===== config.mk =====
export PLATFORM = sky130hd
export DESIGN_NAME = sensor_fusion_health_monitor_unit
export DESIGN_NICKNAME = d
export VERILOG_FILES = /design/src/rtl/sfhm_pkg.sv /design/src/rtl/sensor_fusion_health_monitor_unit.sv
export SDC_FILE = /design/constraint.sdc
export NUM_CORES = 1
export LEC_CHECK = 0
export BUFFER_PORTS_ARGS = -buffer_cell sky130_fd_sc_hd__buf_2
export CAP_MARGIN = 40
export CORE_MARGIN = 5
export CORE_UTILIZATION = 52
export DETAILED_ROUTE_END_ITERATION = 10
export GPL_TIMING_DRIVEN = 0
export PLACE_DENSITY = 0.71
export SLEW_MARGIN = 20
export SYNTH_ARGS = -nofsm -noshare
export SYNTH_HDL_FRONTEND = slang
export SYNTH_SLANG_ARGS = --single-unit

===== constraint.sdc =====
create_clock -name i_clk -period 8.3 [get_ports i_clk]
set_clock_uncertainty 0.1 [all_clocks]
set_input_delay 0.83 -clock i_clk [delete_from_list [all_inputs] [get_ports i_clk]]
set_output_delay 0.83 -clock i_clk [all_outputs]
set_load 0.02 [all_outputs]

===== src/rtl/sfhm_pkg.sv =====
// ----------------------------------------------------------------------------
// sfhm_pkg
// Status codes, operation codes and register constants of the health monitor.
// ----------------------------------------------------------------------------
package sfhm_pkg;

    typedef enum logic [1:0] {
        ST_NONE     = 2'd0,
        ST_SAFE     = 2'd1,
        ST_REINIT   = 2'd2,
        ST_FAILSAFE = 2'd3
    } t_status;

    localparam logic [1:0] OP_VISION = 2'd0;
    localparam logic [1:0] OP_IMU    = 2'd1;
    localparam logic [1:0] OP_COMMIT = 2'd2;

    localparam logic [1:0] STG_TRACK = 2'd0;
    localparam logic [1:0] STG_RELOC = 2'd1;

    localparam int CFG_IDX_W = 3;

    localparam logic [CFG_IDX_W-1:0] CFG_STABLE_NEED = 3'd0;
    localparam logic [CFG_IDX_W-1:0] CFG_REINIT_MS   = 3'd1;
    localparam logic [CFG_IDX_W-1:0] CFG_IMU_TO      = 3'd2;
    localparam logic [CFG_IDX_W-1:0] CFG_VIS_TO      = 3'd3;
    localparam logic [CFG_IDX_W-1:0] CFG_SCALE_DIV   = 3'd4;
    localparam logic [CFG_IDX_W-1:0] CFG_SCALE_MAX   = 3'd5;
    localparam logic [CFG_IDX_W-1:0] CFG_SCALE_MIN   = 3'd6;
    localparam logic [CFG_IDX_W-1:0] CFG_DWELL_MS    = 3'd7;

    localparam logic [7:0]         RST_STABLE_NEED = 8'd15;
    localparam logic [15:0]        RST_TIMEOUT_MS  = 16'd1000;
    localparam logic signed [31:0] RST_SCALE_DIV   = 32'sd524288;
    localparam logic signed [31:0] RST_SCALE_MAX   = 32'sd327680;
    localparam logic signed [31:0] RST_SCALE_MIN   = 32'sd13107;
    localparam logic signed [15:0] QUAT_ONE        = 16'sd16384;

endpackage


===== src/rtl/sensor_fusion_health_monitor_unit.sv =====
// ----------------------------------------------------------------------------
// sensor_fusion_health_monitor_unit
// Watchdog for a visual-inertial estimator: vision, IMU and commit items.
// ----------------------------------------------------------------------------
// Usage:
//  Input channel (i_in_valid / o_in_ready) takes one item per cycle while
//  o_in_ready is high: a vision report, an IMU sample or a commit. Only a
//  commit yields a result item on the output channel (o_out_valid /
//  i_out_ready); other items update state. Configuration writes use
//  i_cfg_valid / o_cfg_ready with a 3-bit index and 32-bit data; o_cfg_ready
//  is always high. Write only while idle.
//  An accepted item is registered, then processed; a commit's result is
//  registered in the result register, which drives o_out_valid.
//  Throughput: one item per cycle while o_in_ready is high; the work is
//  subtract-and-compare steps on 32-bit times and signed scale compares
//  between the input and result registers.
//  Reset (synchronous, i_rst_n low): registers take their default values,
//  timers restart at time zero, the held orientation becomes identity and
//  both pipeline registers empty.
//  Receiver stall: the result register holds its item; vision and IMU items
//  keep flowing, a commit waits in the input register until the result
//  register frees, and o_in_ready drops only then.
// ----------------------------------------------------------------------------
module sensor_fusion_health_monitor_unit (
    input  logic               i_clk,
    input  logic               i_rst_n,
    input  logic               i_cfg_valid,
    output logic               o_cfg_ready,
    input  logic [2:0]         i_cfg_index,
    input  logic [31:0]        i_cfg_data,
    input  logic               i_in_valid,
    output logic               o_in_ready,
    input  logic [1:0]         i_operation,
    input  logic [31:0]        i_timestamp_ms,
    input  logic [1:0]         i_vision_stage,
    input  logic signed [31:0] i_scale_estimate,
    input  logic signed [15:0] i_quat_w,
    input  logic signed [15:0] i_quat_x,
    input  logic signed [15:0] i_quat_y,
    input  logic signed [15:0] i_quat_z,
    output logic               o_out_valid,
    input  logic               i_out_ready,
    output logic [1:0]         o_verdict,
    output logic [1:0]         o_vision_health,
    output logic [1:0]         o_imu_health,
    output logic [1:0]         o_filter_health,
    output logic signed [15:0] o_reinit_w,
    output logic signed [15:0] o_reinit_x,
    output logic signed [15:0] o_reinit_y,
    output logic signed [15:0] o_reinit_z
);
    import sfhm_pkg::*;

    // configuration
    logic [7:0]         r_stable_need;
    logic [15:0]        r_reinit_ms;
    logic [15:0]        r_imu_to;
    logic [15:0]        r_vis_to;
    logic signed [31:0] r_scale_div;
    logic signed [31:0] r_scale_max;
    logic signed [31:0] r_scale_min;
    logic [15:0]        r_dwell_ms;

    // input register
    logic               r_in_vld;
    logic [1:0]         r_op;
    logic [31:0]        r_ts;
    logic [1:0]         r_stage;
    logic signed [31:0] r_scale;
    logic signed [15:0] r_qw, r_qx, r_qy, r_qz;

    // monitor state
    t_status            r_vis_st, n_vis_st;
    logic [7:0]         r_stable_cnt, n_stable_cnt;
    logic [31:0]        r_last_vis, n_last_vis;
    logic [31:0]        r_last_imu, n_last_imu;
    logic [31:0]        r_band_time, n_band_time;
    logic [31:0]        r_reloc, n_reloc;
    logic signed [15:0] r_held_w, r_held_x, r_held_y, r_held_z;

    // result register
    logic               r_out_vld;
    t_status            r_verdict, n_verdict;
    t_status            r_vis_h;
    t_status            r_imu_h, n_imu_h;
    t_status            r_flt_h, n_flt_h;
    logic signed [15:0] r_out_w, r_out_x, r_out_y, r_out_z;

    logic        out_free;
    logic        is_commit;
    logic        adv;
    logic        do_commit;
    logic [31:0] vis_age;
    logic [31:0] imu_age;
    logic [31:0] band_age;
    logic [32:0] reloc_sum;

    assign o_cfg_ready = 1'b1;
    assign out_free    = !r_out_vld || i_out_ready;
    assign is_commit   = (r_op == OP_COMMIT);
    assign adv         = r_in_vld && (!is_commit || out_free);
    assign do_commit   = adv && is_commit;
    assign o_in_ready  = !r_in_vld || adv;

    always_ff @(posedge i_clk) begin
        if (!i_rst_n) begin
            r_stable_need <= RST_STABLE_NEED;
            r_reinit_ms   <= RST_TIMEOUT_MS;
            r_imu_to      <= RST_TIMEOUT_MS;
            r_vis_to      <= RST_TIMEOUT_MS;
            r_scale_div   <= RST_SCALE_DIV;
            r_scale_max   <= RST_SCALE_MAX;
            r_scale_min   <= RST_SCALE_MIN;
            r_dwell_ms    <= RST_TIMEOUT_MS;
        end else if (i_cfg_valid) begin
            case (i_cfg_index)
                CFG_STABLE_NEED: r_stable_need <= i_cfg_data[7:0];
                CFG_REINIT_MS:   r_reinit_ms   <= i_cfg_data[15:0];
                CFG_IMU_TO:      r_imu_to      <= i_cfg_data[15:0];
                CFG_VIS_TO:      r_vis_to      <= i_cfg_data[15:0];
                CFG_SCALE_DIV:   r_scale_div   <= $signed(i_cfg_data);
                CFG_SCALE_MAX:   r_scale_max   <= $signed(i_cfg_data);
                CFG_SCALE_MIN:   r_scale_min   <= $signed(i_cfg_data);
                CFG_DWELL_MS:    r_dwell_ms    <= i_cfg_data[15:0];
                default: ;
            endcase
        end
    end

    always_ff @(posedge i_clk) begin
        if (!i_rst_n) begin
            r_in_vld <= 1'b0;
        end else if (o_in_ready) begin
            r_in_vld <= i_in_valid;
        end
    end

    always_ff @(posedge i_clk) begin
        if (o_in_ready && i_in_valid) begin
            r_op    <= i_operation;
            r_ts    <= i_timestamp_ms;
            r_stage <= i_vision_stage;
            r_scale <= i_scale_estimate;
            r_qw    <= i_quat_w;
            r_qx    <= i_quat_x;
            r_qy    <= i_quat_y;
            r_qz    <= i_quat_z;
        end
    end

    assign vis_age   = r_ts - r_last_vis;
    assign imu_age   = r_ts - r_last_imu;
    assign band_age  = r_ts - r_band_time;
    assign reloc_sum = {1'b0, r_reloc} + {1'b0, vis_age};

    always_comb begin
        n_vis_st     = r_vis_st;
        n_stable_cnt = r_stable_cnt;
        n_last_vis   = r_last_vis;
        n_last_imu   = r_last_imu;
        n_band_time  = r_band_time;
        n_reloc      = r_reloc;
        n_imu_h      = ST_SAFE;
        n_flt_h      = ST_NONE;
        n_verdict    = ST_NONE;
        if (adv && r_op == OP_VISION) begin
            n_last_vis = r_ts;
            case (r_stage)
                STG_TRACK: begin
                    n_reloc = '0;
                    if (r_stable_cnt < r_stable_need) begin
                        n_stable_cnt = r_stable_cnt + 8'd1;
                        n_vis_st     = ST_NONE;
                    end else begin
                        n_vis_st = ST_SAFE;
                    end
                end
                STG_RELOC: begin
                    n_reloc  = reloc_sum[32] ? '1 : reloc_sum[31:0];
                    n_vis_st = (n_reloc > {16'd0, r_reinit_ms}) ? ST_REINIT : ST_NONE;
                end
                default: begin
                    n_reloc      = '0;
                    n_stable_cnt = '0;
                    n_vis_st     = ST_NONE;
                end
            endcase
        end
        if (adv && r_op == OP_IMU) begin
            n_last_imu = r_ts;
        end
        if (do_commit) begin
            if (vis_age > {16'd0, r_vis_to}) begin
                n_vis_st = ST_FAILSAFE;
            end
            n_imu_h = (imu_age > {16'd0, r_imu_to}) ? ST_REINIT : ST_SAFE;
            if (n_vis_st != ST_SAFE) begin
                n_band_time = r_ts;
                n_flt_h     = ST_NONE;
            end else if (r_scale >= r_scale_min && r_scale <= r_scale_max) begin
                n_band_time = r_ts;
                n_flt_h     = ST_SAFE;
            end else if (r_scale < r_scale_div && r_scale > r_scale_max) begin
                if (band_age < {16'd0, r_dwell_ms}) begin
                    n_flt_h = ST_NONE;
                end else begin
                    n_band_time = r_ts;
                    n_flt_h     = ST_REINIT;
                end
            end else begin
                n_band_time = r_ts;
                n_flt_h     = ST_REINIT;
            end
            if (n_vis_st == ST_REINIT || n_imu_h == ST_REINIT || n_flt_h == ST_REINIT) begin
                n_verdict = ST_REINIT;
            end else if (n_vis_st == ST_SAFE && n_imu_h == ST_SAFE && n_flt_h == ST_SAFE) begin
                n_verdict = ST_SAFE;
            end else begin
                n_verdict = ST_NONE;
            end
        end
    end

    always_ff @(posedge i_clk) begin
        if (!i_rst_n) begin
            r_vis_st     <= ST_NONE;
            r_stable_cnt <= '0;
            r_last_vis   <= '0;
            r_last_imu   <= '0;
            r_band_time  <= '0;
            r_reloc      <= '0;
            r_held_w     <= QUAT_ONE;
            r_held_x     <= '0;
            r_held_y     <= '0;
            r_held_z     <= '0;
        end else begin
            r_vis_st     <= n_vis_st;
            r_stable_cnt <= n_stable_cnt;
            r_last_vis   <= n_last_vis;
            r_last_imu   <= n_last_imu;
            r_band_time  <= n_band_time;
            r_reloc      <= n_reloc;
            if (adv && r_op == OP_IMU) begin
                r_held_w <= r_qw;
                r_held_x <= r_qx;
                r_held_y <= r_qy;
                r_held_z <= r_qz;
            end
        end
    end

    always_ff @(posedge i_clk) begin
        if (!i_rst_n) begin
            r_out_vld <= 1'b0;
        end else if (out_free) begin
            r_out_vld <= do_commit;
        end
    end

    always_ff @(posedge i_clk) begin
        if (do_commit) begin
            r_verdict <= n_verdict;
            r_vis_h   <= n_vis_st;
            r_imu_h   <= n_imu_h;
            r_flt_h   <= n_flt_h;
            r_out_w   <= r_held_w;
            r_out_x   <= r_held_x;
            r_out_y   <= r_held_y;
            r_out_z   <= r_held_z;
        end
    end

    assign o_out_valid     = r_out_vld;
    assign o_verdict       = r_verdict;
    assign o_vision_health = r_vis_h;
    assign o_imu_health    = r_imu_h;
    assign o_filter_health = r_flt_h;
    assign o_reinit_w      = r_out_w;
    assign o_reinit_x      = r_out_x;
    assign o_reinit_y      = r_out_y;
    assign o_reinit_z      = r_out_z;

endmodule


# Yosys cells after proc, flatten, opt, wreduce, memory -nomap -nowiden
# Index checks and enable logic that the tools add are counted.
[totals] register_bits=576 in_bits=172 out_inout_bits=75 wordCells=122
[classes] n_addsub=5 order_cmp=9 eq_ne=19 n_mux=22 n_bitwise=1 reduce_logical=30
[op_table] op="two-way mux 32 bit" count=6
[op_table] op="greater-than comparator 32 x 16 -> 1 bit" count=3
[op_table] op="subtractor 32 bit" count=3
[op_table] op="adder 32 x 32 -> 33 bit" count=1
[op_table] op="greater-or-equal comparator 32 bit" count=1
[op_table] op="greater-than comparator 32 bit" count=1
[op_table] op="less-or-equal comparator 32 bit" count=1
[op_table] op="less-than comparator 32 x 16 -> 1 bit" count=1
[op_table] op="less-than comparator 32 bit" count=1
[op_table] op="two-way mux 2 bit" count=11
[op_table] op="AND reduction 2 bit" count=9
[op_table] op="one-hot mux 8 bit (2 select lines)" count=1
[op_table] op="== test 3 bit (second input constant)" count=4
[op_table] op="== test 2 x 1 -> 1 bit (second input constant)" count=5
[op_table] op="logical AND 1 bit" count=9
[op_table] op="adder 8 x 1 -> 8 bit (second input constant)" count=1
[op_table] op="== test 2 bit (second input constant)" count=4
[op_table] op="less-than comparator 8 bit" count=1
[op_table] op="two-way mux 8 bit" count=1
[op_table] op="== test 3 x 2 -> 1 bit (second input constant)" count=2
[op_table] op="logical OR 1 bit" count=5
[op_table] op="logical NOT 2 bit" count=2
[op_table] op="!= test 4 bit (second input constant)" count=1
[op_table] op="one-hot mux 2 bit (2 select lines)" count=1
[op_table] op="8 further kinds" count=11

# Logic depth before layout (Yosys ltp)
# Gate-level depths: netlist of the first run.
[logic_depth] ltp_word=15 mapped_depth=34 ltp_nobuf=31

# Worst setup path after synthesis of the first run
# OpenSTA, ideal clock, no wires.
[synth_path] path_type="input-to-reg" startpoint="in i_out_ready" endpoint="reg r_op[0], enable pin" setup_time_ns=0.640 arrival_ns=6.861 required_time_ns=7.560 path_slack_ns=0.698 path_stages=3 n_path_buf=0 cell_sequence="nand2b_1 -> nor2_1 -> nor2b_1"
[synth_via] elab_chain_cells=5
[synth_lines] item="start: declaration" line_no="sensor_fusion_health_monitor_unit.sv:42" source="input logic i_out_ready,"
[synth_lines] item="logical OR 1 bit" line_no="sensor_fusion_health_monitor_unit.sv:99" source="assign out_free = !r_out_vld || i_out_ready;"
[synth_lines] item="logical OR 1 bit" line_no="sensor_fusion_health_monitor_unit.sv:101" source="assign adv = r_in_vld && (!is_commit || out_free);"
[synth_lines] item="logical AND 1 bit" line_no="sensor_fusion_health_monitor_unit.sv:101"
[synth_lines] item="logical OR 1 bit" line_no="sensor_fusion_health_monitor_unit.sv:103" source="assign o_in_ready = !r_in_vld || adv;"
[synth_lines] item="logical AND 1 bit" line_no="sensor_fusion_health_monitor_unit.sv:139" source="if (o_in_ready && i_in_valid) begin"
[synth_lines] item="end signal: assignment" line_no="sensor_fusion_health_monitor_unit.sv:140" source="r_op <= i_operation;"
[synth_lines] item="end: declaration" line_no="sensor_fusion_health_monitor_unit.sv:66" source="logic [1:0] r_op;"
# No other way between the ends.
# A chain may end at the register's enable or synchronous reset.

# Final worst setup path of the first run
[layout_path] startpoint="reg r_ts[11]" endpoint="reg r_band_time[25]"
[layout_via] elab_chain_cells=12 word_cells_on_any_way=16 cone_classes="3 x add/sub; 3 x order compare; 2 x eq/ne; 7 x mux; 1 x reduce/logical"
[layout_lines] item="start: declaration" line_no="sensor_fusion_health_monitor_unit.sv:67" source="logic [31:0] r_ts;"
[layout_lines] item="start signal: assignment" line_no="sensor_fusion_health_monitor_unit.sv:141" source="r_ts <= i_timestamp_ms;"
[layout_lines] item="subtractor 32 bit" line_no="sensor_fusion_health_monitor_unit.sv:151" source="assign vis_age = r_ts - r_last_vis;"
[layout_lines] item="adder 32 x 32 -> 33 bit" line_no="sensor_fusion_health_monitor_unit.sv:154" source="assign reloc_sum = {1'b0, r_reloc} + {1'b0, vis_age};"
[layout_lines] item="two-way mux 32 bit" line_no="sensor_fusion_health_monitor_unit.sv:179" source="n_reloc = reloc_sum[32] ? '1 : reloc_sum[31:0];"
[layout_lines] item="greater-than comparator 32 x 16 -> 1 bit" line_no="sensor_fusion_health_monitor_unit.sv:180" source="n_vis_st = (n_reloc > {16'd0, r_reinit_ms}) ? ST_REINIT : ST_NONE;"
[layout_lines] item="two-way mux 2 bit" line_no="sensor_fusion_health_monitor_unit.sv:180"
[layout_lines] item="one-hot mux 2 bit (2 select lines)" line_no="sensor_fusion_health_monitor_unit.sv:168" source="case (r_stage)"
[layout_lines] item="two-way mux 2 bit" line_no="sensor_fusion_health_monitor_unit.sv:166" source="if (adv && r_op == OP_VISION) begin"
[layout_lines] item="two-way mux 2 bit" line_no="sensor_fusion_health_monitor_unit.sv:193" source="if (vis_age > {16'd0, r_vis_to}) begin"
[layout_lines] item="two-way mux 2 bit" line_no="sensor_fusion_health_monitor_unit.sv:192" source="if (do_commit) begin"
[layout_lines] item="!= test 2 x 1 -> 1 bit" line_no="sensor_fusion_health_monitor_unit.sv:197" source="if (n_vis_st != ST_SAFE) begin"
[layout_lines] item="!= test 4 bit (no line)"
[layout_lines] item="AND reduction 2 bit (no line)"
[layout_lines] item="end signal: assignment" line_no="sensor_fusion_health_monitor_unit.sv:241" source="r_band_time <= n_band_time;"
[layout_lines] item="end: declaration" line_no="sensor_fusion_health_monitor_unit.sv:77" source="logic [31:0] r_band_time, n_band_time;"
# Parallel ways exist; a longest one is shown, timed or not. The select of a mux whose other input is x is not followed.

==> results of run 1 <==
## power breakdown
group          switching [W]  internal (W)  leakage (nW)
logic               0.000650      0.000428          8.08
clock network        0.00117       0.00170          1.05
registers          0.0000602       0.00301          4.98
total                0.00188       0.00513          14.1
## how the worst max path moves through the flow
stage,start,to,slack (ps)
floorplan,i_out_ready,r_op[0]$_DFFE_PP_,700
global placement,i_out_ready,r_scale[25]$_DFFE_PP_,-3340
detailed placement,r_ts[0]$_DFFE_PP_,r_band_time[25]$_SDFFE_PN0P_,-1260
CTS,r_ts[9]$_DFFE_PP_,r_band_time[25]$_SDFFE_PN0P_,8
global route,r_ts[11]$_DFFE_PP_,r_band_time[29]$_SDFFE_PN0P_,-50
finish,r_ts[11]$_DFFE_PP_,r_band_time[25]$_SDFFE_PN0P_,270
## through the flow
step	setup TNS [ps]	instance area (sq um)	util [%]	worst slack, ps
2_1_floorplan	0	32200	-	698
3_3_place_gp	-480750	34400	55.9	-3340
3_5_place_dp	-43710	34600	56.3	-1260
4_1_cts	0	36800	59.9	7.85
5_1_grt	-273	37000	60.2	-46.9
6_report	0	37000	60.2	268
## state kept, by name, summed over array words and instances (netlist names), 32 cells and up
| register | flops |
|---|---|
| r_band_time | 32 |
| r_last_imu | 32 |
| r_last_vis | 32 |
| r_reloc | 32 |
| r_scale | 32 |
| r_scale_div | 32 |
| r_scale_max | 32 |
| r_scale_min | 32 |
| r_ts | 32 |
## what timing repair did
action / in CTS / in global routing
pin swaps: 5 / 6
gates cloned: 0 / 0
endpoints found under the setup margin: 38 / 36
resized for setup: 9 / 37
buffers inserted: 7 / 11
## synthesized netlist by cell type, types with 15 or more instances
master,n
nand2_1,804
dfxtp_1,372
inv_1,303
ha_1,291
a21boi_0,288
edfxtp_1,204
a21oi_1,182
o21ai_0,128
clkbuf_1,126
nor2_1,125
nand4_1,64
xnor2_1,62
a21o_1,57
o211ai_1,55
nand3_1,41
mux2i_1,40
nor2b_1,37
xor2_1,37
nor3_1,30
nand2b_1,29
o21a_1,29
o21bai_1,21
a211oi_1,19
a31oi_1,17
and2_1,15
nor4_1,15
## final cells by class
type | count | area [sq um] | area share (%)
multi-input cells | 2595 | 16900 | 45.7
flip-flops and latches | 576 | 13600 | 36.7
clock buffers | 86 | 1830 | 4.94
repair buffers | 267 | 1550 | 4.19
inverters | 303 | 1140 | 3.08
well taps | 790 | 988 | 2.67
plain buffers | 150 | 689 | 1.86
clock inverters | 30 | 320 | 0.865
diodes | 4 | 10.0 | 0.0270
## kinds of logic (layout without fill, tap and decap cells)
kind of cell               Yosys count  in the layout  synth area share (%)
DFF                                576            576                  42.2
buffers and inverters              465            836                  5.81
other                                1              5                0.0116
adders and majority gates          295            295                  11.6
and+or+nand+nor                   1235           1235                  16.7
xor gates and xnor gates           100            100                  2.77
muxes                               42             42                  1.31
AOI/OAI and AO/OA                  922            922                  19.7
## per-layer routing
metal | global-route usage [%] | wire (um) | vias up | share of wire, %
met5 | 0 | 0 | - | 0
met4 | 7.84 | 2990 | 0 | 3.4
met3 | 2.92 | 4980 | 147 | 5.6
met2 | 42.7 | 41700 | 678 | 47
met1 | 34.9 | 38800 | 12600 | 44
li1 | - | - | 13300 | -
==> results.tsv, run 1 <==
stage	metric	value	unit
outcome	outcome	finished, final reports clean	
routing	wl_per_cell	18.4	um
clock_network	cts_tree	built	
pwr	total_power	0.00701	W
worst_setup_path	path_max_fanout	10	
min_path	hold_path_class	in2reg	
worst_setup_path	crit_type	reg2reg	
routing	num_vias	26800	
yosys	synthTopCellsByArea	dfxtp_1 (23%), edfxtp_1 (19%), ha_1 (11%)	
die	die_area	67000	sq um
yosys	synth_area	32200	sq um
final_layout	final_cell_mix	nand2_1 (804), dfxtp_1 (372), inv_1 (301)	
routing	viasPerCell	5.57	
clock_network	cts_hold_buf	0	
worst_setup_path	path_buf_inv	4	
clock_network	clockRootBuffer	clkbuf_16	
worst_setup_path	r2r-end	r_band_time[25]$_SDFFE_PN0P_	
die	die_w	259	um
yosys	syn_inst	3636	
yosys	ys_async_sr_fraction	0	%
routing	drt_iter0_drc	1634	
global_routing	antenna_found_initial	4	
global_routing	first_global_vias	25500	
yosys	yosysTopAreaCell	dfxtp_1	
yosys	syn_nets	4103	
yosys	ys_warn_count	0	
yosys	synth_edf_count	204	
final_layout	fill_cells	5398	
placement	dp_cells	4674	
worst_setup_path	endpoint_kind	register	
min_path	hold_depth	1	
final_layout	drive_above_1_share	11.7	%
worst_setup_path	worst_setup_path_start_kind	register	
worst_setup_path	rr_worst_depth	30	
yosys	synth_top_area_share	23.1	%
die	start_util	52.4	%
yosys	ys_seq_area_share	42.2	%
yosys	yosys_most_used_dff	dfxtp_1	
final_layout	area_growth_syn_to_layout	15.0	%
clock_network	clkLatencyLatePin	640	ps
global_routing	grt_use_total	25.5	%
final_layout	instances_no_fill	4801	
clock_network	clk_pin_slew	60	ps
die	fp.dieH	259	um
clock_network	clock_path_buffers	3	
timing	hold_ws	264	ps
clock_network	htreeDepth	2	
placement	globalplace.congestion	0.940	
yosys	synth_cell_type_count	92	
pwr	power_density	189	nW/um^2
timing	worst_pin_slew	842	ps
worst_setup_path	r2r_slack	270	ps
routing	ant_nets	0	
die	core_area	61500	sq um
worst_setup_path	crit_family	simple AND/OR/NAND/NOR gates	
timing	fin_crit_sh	96.8	%
timing	setup_viol_count_final	0	
global_routing	grt_pass1_wl	138000	um
die	fp-row-count	91	
worst_setup_path	critPathSlowestCell	edfxtp_1	
placement	dp.final_hpwl	67800	um
worst_setup_path	reg2reg_from	r_ts[11]$_DFFE_PP_	
timing	hold_violations	0	
clock_network	numCtsBuffers	61	
worst_setup_path	slowest_delay	560	ps
min_path	min_to	r_scale[19]$_DFFE_PP_	
routing	routed_wl	88500	um
global_routing	grt_start_max_net_pins	55	
timing	final.min_clock_period	8030	ps
routing	drc	0	
worst_setup_path	required	8760	ps
placement	numPortBuffers	234	
pwr	power.static_leakage	14.1	nW
routing	drt_first_pass_iters	5	
timing	fmax	124	MHz
clock_network	cts_sinks	576	
min_path	min_from	i_scale_estimate[19]	
worst_setup_path	cp.depth	30	
final_layout	nets	4421	
die	io_pins	247	
final_layout	final_common_cell	nand2_1	
global_routing	gr-total-overflow	0	
yosys	ys_ff_latch	576	
pwr	ir_drop	0.000168	V
job	maxCapViolCount	0	
yosys	syn_area_per_cell	8.86	sq um
worst_setup_path	critPathArrivalTime	8490	ps
timing	slew_viol_final	0	
timing	relSlewSlack	42.4	%
Power figures use the tool's default switching activity.
==> inputs of run 2 (changes only) <==
Settings changed: ABC_AREA set to 1.
==> run 2 against run 1 <==
Cell count grew 14%. Synthesized area grew 0.44%. Die area rose by 0.43%. Fmax increased by 9.2%.
==> results.tsv, run 2 <==
stage	metric	value	unit
clock_network	postCtsSetupBuffers	0	
yosys	synth_cell_type_count	50	
placement	numPortBuffers	243	
placement	dp.final_hpwl	76300	um
yosys	yosys_most_used_dff	dfxtp_1	
timing	setup_viol_count_final	0	
yosys	synth_top_area_share	23.0	%
worst_setup_path	r2r-end	r_band_time[14]$_SDFFE_PN0P_	
yosys	synth.area.mux_share	0	%
final_layout	drive_above_1_share	8.83	%
die	fp.dieH	259	um
timing	relSlewSlack	39.3	%
job	maxCapViolCount	0	
yosys	synth_top_family_by_area	simple AND/OR/NAND/NOR gates	
yosys	yosys.area_share.simple	20.8	%
yosys	ys_async_sr_fraction	0	%
yosys	synth_edf_count	204	
timing	setup_tns	0	ps
routing	routed_wl	96700	um
clock_network	cts_resized	0	
global_routing	antenna_found_initial	7	
clock_network	cts_tree	built	
die	start_util	52.4	%
routing	num_vias	29200	
pwr	power.static_leakage	16.3	nW
worst_setup_path	required	8740	ps
global_routing	grt_start_max_net_pins	52	
placement	dp_slack	1080	ps
timing	final.min_clock_period	7360	ps
die	fp-row-count	91	
die	io_pins	247	
timing	rsz0062_at_grt	false	
clock_network	clock_path_buffers	3	
yosys	synth_xor_area_share	1.98	%
final_layout	instances_no_fill	5464	
yosys	ys_warn_count	0	
global_routing	grt_pass1_wl	148000	um
routing	drc	0	
worst_setup_path	worst_setup_path_start_kind	register	
yosys	synth_common_cells	nand2_1 (1019), inv_1 (630), a21oi_1 (528)	
worst_setup_path	rr_worst_depth	39	
yosys	synthAdderAreaFrac	11.5	%
worst_setup_path	critPathArrivalTime	7800	ps
worst_setup_path	slowest_delay	630	ps
timing	slew_viol_final	0	
worst_setup_path	r2r_slack	940	ps
final_layout	final_common_cell	nand2_1	
min_path	min_from	i_timestamp_ms[2]	
yosys	syn_inst	4253	
routing	drt_iter0_drc	2433	
final_layout	final_cell_mix	nand2_1 (1019), inv_1 (630), a21oi_1 (528)	
yosys	syn_nets	4720	
final_layout	nets	5037	
timing	fmax	136	MHz
clock_network	clk_pin_slew	60	ps
clock_network	cts_hold_buf	0	
worst_setup_path	cpMostUsedCell	nand2_1	
yosys	ys_ff_latch	576	
min_path	hold_path_class	in2reg	
routing	wl_per_cell	17.7	um
worst_setup_path	reg2reg_from	r_ts[1]$_DFFE_PP_	
routing	ant_nets	0	
min_path	hold_depth	1	
timing	hold_ws	246	ps
yosys	yosysTopAreaCell	dfxtp_1	
routing	viasPerCell	5.34	
yosys	synth-compound-area-share	14.7	%
yosys	syn_area_per_cell	7.60	sq um
clock_network	clockRootBuffer	clkbuf_16	
timing	worst_pin_slew	910	ps
final_layout	area_growth_syn_to_layout	13.8	%
yosys	synth_area	32300	sq um
die	die_w	259	um
pwr	power_density	188	nW/um^2
outcome	outcome	finished, final reports clean	
yosys	synthTopCellsByArea	dfxtp_1 (23%), edfxtp_1 (19%), nand2_1 (12%)	
clock_network	clkLatencyLatePin	650	ps
die	core_area	61700	sq um
global_routing	gr-total-overflow	0	
pwr	total_power	0.00694	W
timing	fin_crit_sh	88.6	%
worst_setup_path	crit_family	simple AND/OR/NAND/NOR gates	
yosys	synth_most_common_cell	nand2_1	
pwr	ir_drop	0.000184	V
min_path	min_to	r_ts[2]$_DFFE_PP_	
placement	dp_cells	5343	
worst_setup_path	endpoint_kind	register	
worst_setup_path	path_max_fanout	10	
global_routing	first_global_vias	27300	
worst_setup_path	crit_type	reg2reg	
timing	hold_violations	0	
worst_setup_path	critPathSlowestCell	edfxtp_1	
placement	globalplace.congestion	1.00	
clock_network	cts_sinks	576	
die	die_area	67300	sq um
worst_setup_path	path_buf_inv	7	
timing	worst_slack	943	ps
clock_network	numCtsBuffers	60	
yosys	ys_seq_area_share	42.0	%
global_routing	grt_use_total	27.7	%
clock_network	htreeDepth	2	
routing	drt_first_pass_iters	6	
-- run 2: cell count changes in the layout (fill, tap and decap cells not counted), moves of 23 or more --
cell,previous run,this run
nand3_1,40,180
xnor2_1,60,14
inv_1,301,630
o21ai_0,122,280
nand2b_1,29,0
a21o_1,57,9
nor2_1,124,294
xor2_1,36,59
mux2i_1,40,0
a21oi_1,176,528
nor2b_1,36,0
nand2_1,804,1019
a21boi_0,288,0
-- run 2: final cells by class --
cell class,count,area (sq um)
fill,5791,24900
sequential,576,13600
timing repair buffer,255,1440
multi-input combinational,2907,15800
buffer,118,487
tap,837,1050
clock buffer,76,1670
inverter,652,2450
antenna,6,15.0
clock inverter,37,278
-- run 2: metrics by stage --
stage / instance area [sq um] / util [%]
3_5_place_dp: 34800 / 56.4
6_report: 36800 / 59.6
3_3_place_gp: 34600 / 56.1
4_1_cts: 36800 / 59.6
5_1_grt: 36800 / 59.6
2_1_floorplan: 32300 / -
-- run 2: per-layer routing --
layer | track usage, % | routed length [um] | part of all wire (%)
met1 | 37.3 | 42200 | 44
met2 | 44.9 | 43700 | 45
met3 | 5.21 | 7120 | 7.4
met4 | 10.0 | 3740 | 3.9
met5 | 0 | 7 | 0.0072
-- run 2: worst max-delay path by stage --
stage                                   end  slack (ps)  cells past startpoint               from
3_5_place_dp    r_band_time[2]$_SDFFE_PN0P_        1080                     37  r_ts[1]$_DFFE_PP_
5_1_grt        r_band_time[14]$_SDFFE_PN0P_         480                     39  r_ts[1]$_DFFE_PP_
4_1_cts         r_band_time[2]$_SDFFE_PN0P_        1030                     37  r_ts[1]$_DFFE_PP_
2_1_floorplan             r_op[0]$_DFFE_PP_        1060                      4        i_out_ready
6_report       r_band_time[14]$_SDFFE_PN0P_         940                     39  r_ts[1]$_DFFE_PP_
3_3_place_gp          r_scale[22]$_DFFE_PP_       -2440                      5        i_out_ready
-- run 2: power breakdown --
group / switching, W / internal (W) / leakage, nW
Clock: 0.00117 / 0.00147 / 0.948
Sequential: 0.0000609 / 0.00302 / 4.98
Combinational: 0.000802 / 0.000413 / 10.4
-- run 2: worst reg2reg max path, delay by kind of cell, from the launching register on --
family | cells | cell delay, ps
AND/OR/NAND/NOR | 25 | 3160
adder cells (fa/ha/maj) | 3 | 1200
buffers and inverters | 7 | 1150
flip-flops | 1 | 630
AO/OA/AOI/OAI | 3 | 570
XOR/XNOR | 1 | 430
-- run 2: logic make-up (layout without fill, tap and decap cells) --
logic type                 after synthesis  after routing
AOI/OAI and AO/OA                      902            902
xor gates and xnor gates                73             73
adders and majority gates              295            295
buffers and inverters                  770           1138
DFF                                    576            576
other                                    1              7
and+or+nand+nor                       1636           1636
